**config.mk**
```make
export PLATFORM = sky130hd
export DESIGN_NAME = h264_reorder_window_calc_flat
export DESIGN_NICKNAME = d
export VERILOG_FILES = /design/src/rtl/h264rw_pkg.sv /design/src/rtl/h264rw_if.sv /design/src/rtl/h264rw_front.sv /design/src/rtl/h264rw_div_cell.sv /design/src/rtl/h264rw_back.sv /design/src/rtl/h264_reorder_window_calc.sv /design/src/flat_wrapper.sv
export SDC_FILE = /design/constraint.sdc
export NUM_CORES = 1
export LEC_CHECK = 0
export ABC_AREA = 1
export BUFFER_PORTS_ARGS = -buffer_cell sky130_fd_sc_hd__buf_2
export CAP_MARGIN = 20
export CORE_MARGIN = 8
export CORE_UTILIZATION = 45
export CTS_CLUSTER_SIZE = 8
export DETAILED_ROUTE_END_ITERATION = 8
export PLACE_DENSITY_LB_ADDON = 0.12
export SLEW_MARGIN = 10
export SYNTH_ARGS = -nofsm -noshare
export SYNTH_HDL_FRONTEND = slang
export SYNTH_HIERARCHICAL = 1
export SYNTH_SLANG_ARGS = --single-unit
```
**constraint.sdc**
```tcl
create_clock -name clock -period 7.87 [get_ports clock]
set_input_delay 1.1805 -clock clock [delete_from_list [all_inputs] [get_ports clock]]
set_output_delay 1.1805 -clock clock [all_outputs]
set_load 0.01 [all_outputs]
```
**src/rtl/h264rw_pkg.sv**
```systemverilog
// shared types, constants and the level limits table for the reorder window block
`default_nettype none

package h264rw_pkg;

   localparam logic [7:0] DPB_CAP = 8'd16;

   localparam int MB_LOG2 = 4;
   localparam int PIC_W   = 15;
   localparam int MBQ_W   = PIC_W - MB_LOG2;
   localparam int CNT_W   = 2 * MBQ_W;
   localparam int MBS_W   = 20;
   localparam int QUO_W   = 9;
   localparam int DSH_W   = CNT_W + QUO_W - 1;
   localparam int NUM_DIV_CELLS = QUO_W;

   localparam logic [7:0] LEVEL_1B = 8'd9;
   localparam logic [7:0] LEVEL_11 = 8'd11;

   localparam logic [7:0] PROFILE_BASELINE    = 8'd66;
   localparam logic [7:0] PROFILE_MAIN        = 8'd77;
   localparam logic [7:0] PROFILE_SCALABLE_BL = 8'd83;
   localparam logic [7:0] PROFILE_CAVLC444    = 8'd44;
   localparam logic [7:0] PROFILE_SCALABLE_HI = 8'd86;
   localparam logic [7:0] PROFILE_HIGH        = 8'd100;
   localparam logic [7:0] PROFILE_HIGH10      = 8'd110;
   localparam logic [7:0] PROFILE_HIGH422     = 8'd122;
   localparam logic [7:0] PROFILE_HIGH444     = 8'd244;

   typedef struct packed {
      logic [7:0]       level_code;
      logic [7:0]       profile_code;
      logic             constraint_three;
      logic             vui_present;
      logic             restriction_present;
      logic [7:0]       dec_frame_buffering;
      logic [7:0]       reorder_frames_in;
      logic [PIC_W-1:0] pic_width;
      logic [PIC_W-1:0] pic_height;
   } req_word_type;

   typedef struct packed {
      logic [7:0] dpb_frames;
      logic [7:0] reorder_window;
      logic       level_found;
   } rsp_word_type;

   typedef struct packed {
      logic [MBS_W-1:0] rem;
      logic [DSH_W-1:0] dshift;
      logic [QUO_W-1:0] quo;
      logic             restricted;
      logic             use_cap;
      logic             zero_reorder;
      logic             found;
      logic [7:0]       dec_buf;
      logic [7:0]       reorder_in;
   } stage_type;

   typedef struct packed {
      logic             found;
      logic [MBS_W-1:0] mbs;
   } level_limit_type;

   function automatic level_limit_type lookup_level(input logic [7:0] level);
      level_limit_type res;
      res.found = 1'b1;
      unique case (level)
         8'd9:    res.mbs = MBS_W'(396);
         8'd10:   res.mbs = MBS_W'(396);
         8'd11:   res.mbs = MBS_W'(900);
         8'd12:   res.mbs = MBS_W'(2376);
         8'd13:   res.mbs = MBS_W'(2376);
         8'd20:   res.mbs = MBS_W'(2376);
         8'd21:   res.mbs = MBS_W'(4752);
         8'd22:   res.mbs = MBS_W'(8100);
         8'd30:   res.mbs = MBS_W'(8100);
         8'd31:   res.mbs = MBS_W'(18000);
         8'd32:   res.mbs = MBS_W'(20480);
         8'd40:   res.mbs = MBS_W'(32768);
         8'd41:   res.mbs = MBS_W'(32768);
         8'd42:   res.mbs = MBS_W'(34816);
         8'd50:   res.mbs = MBS_W'(110400);
         8'd51:   res.mbs = MBS_W'(184320);
         8'd52:   res.mbs = MBS_W'(184320);
         8'd60:   res.mbs = MBS_W'(696320);
         8'd61:   res.mbs = MBS_W'(696320);
         8'd62:   res.mbs = MBS_W'(696320);
         default: begin
            res.found = 1'b0;
            res.mbs   = '0;
         end
      endcase
      return res;
   endfunction

   function automatic logic intra_only_profile(input logic [7:0] profile);
      logic res;
      case (profile) inside
         PROFILE_CAVLC444, PROFILE_SCALABLE_HI, PROFILE_HIGH,
         PROFILE_HIGH10, PROFILE_HIGH422, PROFILE_HIGH444: res = 1'b1;
         default: res = 1'b0;
      endcase
      return res;
   endfunction

endpackage

`default_nettype wire

```
**src/rtl/h264rw_if.sv**
```systemverilog
// valid/ready channel interfaces for the parameter set and result words
`default_nettype none

interface h264rw_req_if
   import h264rw_pkg::*;
   ();
   logic         valid;
   logic         ready;
   req_word_type data;

   modport source (output valid, output data, input ready);
   modport sink   (input valid, input data, output ready);
endinterface

interface h264rw_rsp_if
   import h264rw_pkg::*;
   ();
   logic         valid;
   logic         ready;
   rsp_word_type data;

   modport source (output valid, output data, input ready);
   modport sink   (input valid, input data, output ready);
endinterface

`default_nettype wire

```
**src/rtl/h264rw_front.sv**
```systemverilog
// head cell: level remap, limits lookup, macroblock count and divisor setup
`default_nettype none

module h264rw_front
   import h264rw_pkg::*;
(
   input  wire logic         clock,
   input  wire logic         reset,
   input  wire logic         in_valid,
   output logic              in_ready,
   input  wire req_word_type in_data,
   output logic              out_valid,
   input  wire logic         out_ready,
   output stage_type         out_data
);

   logic            valid_ff;
   logic            valid_in;
   stage_type       data_ff;
   stage_type       data_in;
   logic [7:0]      level;
   level_limit_type limit;
   logic [MBQ_W-1:0] w_mbs;
   logic [MBQ_W-1:0] h_mbs;
   logic [CNT_W-1:0] count;
   logic            is_baseline_main;

   always_comb begin
      is_baseline_main = (in_data.profile_code == PROFILE_BASELINE) ||
                         (in_data.profile_code == PROFILE_MAIN);
      level = in_data.level_code;
      if ((in_data.level_code == LEVEL_11) && is_baseline_main && in_data.constraint_three) begin
         level = LEVEL_1B;
      end
      limit = lookup_level(level);
      w_mbs = in_data.pic_width[PIC_W-1:MB_LOG2];
      h_mbs = in_data.pic_height[PIC_W-1:MB_LOG2];
      count = CNT_W'(w_mbs) * CNT_W'(h_mbs);

      data_in.rem          = limit.mbs;
      data_in.dshift       = {count, {(QUO_W-1){1'b0}}};
      data_in.quo          = '0;
      data_in.restricted   = in_data.vui_present & in_data.restriction_present;
      data_in.use_cap      = !limit.found || (count == '0);
      data_in.zero_reorder = (in_data.profile_code == PROFILE_BASELINE) ||
                             (in_data.profile_code == PROFILE_SCALABLE_BL) ||
                             (in_data.constraint_three &&
                              intra_only_profile(in_data.profile_code));
      data_in.found        = limit.found;
      data_in.dec_buf      = in_data.dec_frame_buffering;
      data_in.reorder_in   = in_data.reorder_frames_in;

      in_ready = !valid_ff || out_ready;
      valid_in = in_ready ? in_valid : valid_ff;
   end

   always_ff @(posedge clock) begin
      if (reset) begin
         valid_ff <= 1'b0;
      end else begin
         valid_ff <= valid_in;
      end
      if (in_ready && in_valid) begin
         data_ff <= data_in;
      end
   end

   assign out_valid = valid_ff;
   assign out_data  = data_ff;

endmodule

`default_nettype wire

```
**src/rtl/h264rw_div_cell.sv**
```systemverilog
// one restoring division cell: compare, subtract, shift divisor down
`default_nettype none

module h264rw_div_cell
   import h264rw_pkg::*;
(
   input  wire logic      clock,
   input  wire logic      reset,
   input  wire logic      in_valid,
   output logic           in_ready,
   input  wire stage_type in_data,
   output logic           out_valid,
   input  wire logic      out_ready,
   output stage_type      out_data
);

   logic      valid_ff;
   logic      valid_in;
   stage_type data_ff;
   stage_type data_in;
   logic      fits;

   always_comb begin
      fits    = DSH_W'(in_data.rem) >= in_data.dshift;
      data_in = in_data;
      if (fits) begin
         data_in.rem = in_data.rem - in_data.dshift[MBS_W-1:0];
      end
      data_in.dshift = in_data.dshift >> 1;
      data_in.quo    = {in_data.quo[QUO_W-2:0], fits};

      in_ready = !valid_ff || out_ready;
      valid_in = in_ready ? in_valid : valid_ff;
   end

   always_ff @(posedge clock) begin
      if (reset) begin
         valid_ff <= 1'b0;
      end else begin
         valid_ff <= valid_in;
      end
      if (in_ready && in_valid) begin
         data_ff <= data_in;
      end
   end

   assign out_valid = valid_ff;
   assign out_data  = data_ff;

endmodule

`default_nettype wire

```
**src/rtl/h264rw_back.sv**
```systemverilog
// tail cell: buffer size clamp, reorder window select and output register
`default_nettype none

module h264rw_back
   import h264rw_pkg::*;
(
   input  wire logic      clock,
   input  wire logic      reset,
   input  wire logic      in_valid,
   output logic           in_ready,
   input  wire stage_type in_data,
   output logic           out_valid,
   input  wire logic      out_ready,
   output rsp_word_type   out_data
);

   logic         valid_ff;
   logic         valid_in;
   rsp_word_type data_ff;
   rsp_word_type data_in;
   logic [7:0]   dpb;
   logic [7:0]   reorder;

   always_comb begin
      if (in_data.restricted) begin
         dpb = (in_data.dec_buf == '0) ? 8'd1 : in_data.dec_buf;
      end else if (in_data.use_cap) begin
         dpb = DPB_CAP;
      end else if (in_data.quo[QUO_W-1] || (in_data.quo[QUO_W-2:0] > DPB_CAP)) begin
         dpb = DPB_CAP;
      end else begin
         dpb = in_data.quo[QUO_W-2:0];
      end

      if (in_data.restricted) begin
         reorder = (in_data.reorder_in > dpb) ? dpb : in_data.reorder_in;
      end else if (in_data.zero_reorder) begin
         reorder = '0;
      end else begin
         reorder = dpb;
      end

      data_in.dpb_frames     = dpb;
      data_in.reorder_window = reorder;
      data_in.level_found    = in_data.found;

      in_ready = !valid_ff || out_ready;
      valid_in = in_ready ? in_valid : valid_ff;
   end

   always_ff @(posedge clock) begin
      if (reset) begin
         valid_ff <= 1'b0;
      end else begin
         valid_ff <= valid_in;
      end
      if (in_ready && in_valid) begin
         data_ff <= data_in;
      end
   end

   assign out_valid = valid_ff;
   assign out_data  = data_ff;

endmodule

`default_nettype wire

```
**src/rtl/h264_reorder_window_calc.sv**
```systemverilog
// top level: dpb size and reorder window from sequence parameter set fields
//
// channel   dir   word                      handshake
// req_bus   in    sps fields (req_word)     valid/ready
// rsp_bus   out   dpb, reorder, found       valid/ready
//
// one word per cycle while rsp_bus is ready; eleven register stages (front cell, nine divide cells, output cell)
// result word registered in turn by the front cell, the divide cells and the output cell
// the dpb divide is done by the nine restoring subtract cells
// synchronous reset clears the valid bit of every cell
// each cell holds its word while the next one is full and stalled

`default_nettype none

module h264_reorder_window_calc
   import h264rw_pkg::*;
(
   input wire logic    clock,
   input wire logic    reset,
   h264rw_req_if.sink  req_bus,
   h264rw_rsp_if.source rsp_bus
);

   logic      cell_valid [0:NUM_DIV_CELLS];
   logic      cell_ready [0:NUM_DIV_CELLS];
   stage_type cell_data  [0:NUM_DIV_CELLS];

   h264rw_front u_front (
      .clock     (clock),
      .reset     (reset),
      .in_valid  (req_bus.valid),
      .in_ready  (req_bus.ready),
      .in_data   (req_bus.data),
      .out_valid (cell_valid[0]),
      .out_ready (cell_ready[0]),
      .out_data  (cell_data[0])
   );

   for (genvar i = 0; i < NUM_DIV_CELLS; i++) begin : g_div
      h264rw_div_cell u_cell (
         .clock     (clock),
         .reset     (reset),
         .in_valid  (cell_valid[i]),
         .in_ready  (cell_ready[i]),
         .in_data   (cell_data[i]),
         .out_valid (cell_valid[i+1]),
         .out_ready (cell_ready[i+1]),
         .out_data  (cell_data[i+1])
      );
   end

   h264rw_back u_back (
      .clock     (clock),
      .reset     (reset),
      .in_valid  (cell_valid[NUM_DIV_CELLS]),
      .in_ready  (cell_ready[NUM_DIV_CELLS]),
      .in_data   (cell_data[NUM_DIV_CELLS]),
      .out_valid (rsp_bus.valid),
      .out_ready (rsp_bus.ready),
      .out_data  (rsp_bus.data)
   );

endmodule

`default_nettype wire

```
**src/flat_wrapper.sv**
```systemverilog
// flat-port wrapper written by rule: the top's interface ports become plain ports
module h264_reorder_window_calc_flat import h264rw_pkg::*;
  (clock, reset, req_bus_valid, req_bus_data, req_bus_ready, rsp_bus_valid, rsp_bus_data, rsp_bus_ready);
  h264rw_req_if req_bus_i ();
  h264rw_rsp_if rsp_bus_i ();
  input wire logic clock;
  input wire logic reset;
  input wire logic [$bits(req_bus_i.valid)-1:0] req_bus_valid;
  input wire logic [$bits(req_bus_i.data)-1:0] req_bus_data;
  output wire logic [$bits(req_bus_i.ready)-1:0] req_bus_ready;
  output wire logic [$bits(rsp_bus_i.valid)-1:0] rsp_bus_valid;
  output wire logic [$bits(rsp_bus_i.data)-1:0] rsp_bus_data;
  input wire logic [$bits(rsp_bus_i.ready)-1:0] rsp_bus_ready;
  assign req_bus_i.valid = req_bus_valid;
  assign req_bus_i.data = req_bus_data;
  assign req_bus_ready = req_bus_i.ready;
  assign rsp_bus_valid = rsp_bus_i.valid;
  assign rsp_bus_data = rsp_bus_i.data;
  assign rsp_bus_i.ready = rsp_bus_ready;
  h264_reorder_window_calc u_core (.clock(clock), .reset(reset), .req_bus(req_bus_i), .rsp_bus(rsp_bus_i));
endmodule
```
==> results.yml <==
grt:
  antenna_found_initial: 1
  grt_pass1_wl_mm: 157
  grt_pass1_vias: 30000
  grt_usage: 0.189
  gr-total-overflow: 0
  grt_max_degree: 72
power_and_ir_drop:
  p_sw_mw: 3.20
  p_int_mw: 7.46
  p_sw_frac: 0.300
  ir_drop_mv: 0.238
  total_power_mw: 10.7
  clkPwrFrac: 0.358
  leakage_nw: 21.6
  p_seq_frac: 0.412
  power_density_nw_per_um2: 229
  p_comb_frac: 0.230
timing:
  rsz0062_at_grt: "no"
  worst_slack_ns: 2.36
  setup_tns_ns: 0
  finalClockSkew_ns: 0.0598
  max_freq_ghz: 0.181
  hold_violations: 0
  timing.hold.ws_ns: 0.383
  setup_viol: 0
  relSlewSlack: 0.378
  worstMarginPinSlew_ns: 0.932
  finalCriticalPeriod_ns: 5.51
  min_period_over_period: 0.701
  slew_violations: 0
clock_tree:
  postCtsSetupRepairBufs: 0
  cts_tree: "done"
  cts_buffers: 98
  clk_pin_slew_ns: 0.05
  post_cts_resize_count: 0
  clock_path_buffers: 3
  hold_buffers: 0
  clock_sinks: 704
  cts_root_buf: "clkbuf_16"
  h-tree-depth: 3
  insertion_delay_ns: 0.68
worst_hold_path:
  hp-class: "flip-flop to flip-flop"
synthesis:
  synth_warnings: 6
  syn_avg_cell_area_um2: 9.00
  syn_area_um2: 42100
  synth_cells: 4676
placement:
  place_ws_ns: 1.72
  place.gp.congestion: 0.937
  place_area_um2: 43600
  dp_cells: 5931
  dp_hpwl_mm: 78.7
  numPortBuffers: 79
die:
  die-area_um2: 104000
  dieHeight_um: 322
  coreArea_um2: 93000
  io_pins: 88
  row_count: 112
  die_w_um: 322
  floorplan.initialDensity: 0.452
critical_path:
  startpoint_type: "input port"
  worstPathMaxFanout: 11
  critPathKind: "input port to flip-flop"
  cp.arrival_ns: 5.87
  required_ns: 8.23
  endpoint_kind: "flip-flop"
route:
  drc: 0
  routed_wl_mm: 98.8
  drtAntennaViolNets: 0
  firstDrtPassIters: 6
  num_vias: 30100
  wire_per_inst_um: 16.3
  drt-initial-drc-count: 1638
  routed_via_density: 4.95
final_layout:
  layout-drive-gt1-share: 0.0714
  area_growth_pct: 10.6
  final_cells: 6071
  nets: 5185
  n_antenna_cell: 0
  fillers: 8941
  fin_area_um2: 46500
  utilization: 0.500
status:
  outcome: "finished clean"
flow_run:
  maxCapViolations: 0
cell usage in the layout (no fill, tap or decap), drive strengths merged, types with 12 or more instances in the layout:
cell type	count
o21ai	49
conb	19
xnor2	12
xor2	73
nor2	291
nand2	1527
inv	823
and2	19
nand4	205
edfxtp	693
nor3	87
buf	103
clkinv	13
ha	246
fa	89
clkbuf	129
o21bai	28
nand3	208
a21oi	159
critical path, cell delays in order:
cell      delay (ns)
buf_2           0.24
nand2_1         0.13
fa_1            0.52
fa_1            0.55
inv_1           0.07
fa_1            0.52
fa_1            0.56
inv_1           0.06
fa_1            0.54
inv_1           0.04
ha_1            0.37
nand2_1         0.14
nor2_1          0.17
nand3_1         0.12
nand3_1         0.15
nand2_1         0.09
nand3b_1        0.09
nand2_1         0.11
nand2_1         0.07
nor2_1          0.05
nand2_1         0.06
nand2_1         0.04
per-layer routing:
layer / wire, um / global-route usage
met2: 51200 / 0.350
met1: 40200 / 0.218
met4: 4410 / 0.0825
met3: 2990 / 0.0243
met5: 13 / 0
power by group through the flow:
stage	Combinational (mW)	Sequential (mW)	Clock, mW
after floorplan	1.85	4.42	0
after global placement	2.47	4.46	0
after detailed placement	2.47	4.47	0
after CTS	2.49	4.40	3.94
after global routing	2.86	4.40	4.07
final	2.46	4.40	3.82
sequential cells by signal, summed over array words and instances, names as in the netlist:
register                       count
u_core/u_back/out_data            17
u_core/u_front/out_valid           1
u_core/u_front/out_data           59
u_core/g_div.u_cell/out_valid      9
u_core/g_div.u_cell/out_data     617
u_core/u_back/out_valid            1
path summary, 6_finish.rpt:
check	cells past startpoint	from	slack, ns	end
worst max-delay path	22	req_bus_data[19]	2.36	u_core/u_front/out_data[18]$_DFFE_PP_
worst min-delay path	0	u_core/g_div[4].u_cell/out_data[23]$_DFFE_PP_	0.38	u_core/g_div[5].u_cell/out_data[24]$_DFFE_PP_
worst max register to register	12	u_core/g_div[2].u_cell/out_data[44]$_DFFE_PP_	4.47	u_core/g_div[3].u_cell/out_data[74]$_DFFE_PP_
worst min register to register	0	u_core/g_div[4].u_cell/out_data[23]$_DFFE_PP_	0.38	u_core/g_div[5].u_cell/out_data[24]$_DFFE_PP_
final cells by class:
cell class | instances | area [um^2] | share of cell area
clock inverters | 7 | 196 | 0.00422
inverters | 830 | 3120 | 0.0670
multi-input cells | 3044 | 17400 | 0.374
clock buffers | 129 | 2600 | 0.0559
repair buffers | 103 | 614 | 0.0132
well taps | 1254 | 1570 | 0.0337
flip-flops and latches | 704 | 21000 | 0.452
No activity file was read; power rests on OpenSTA's default activity.
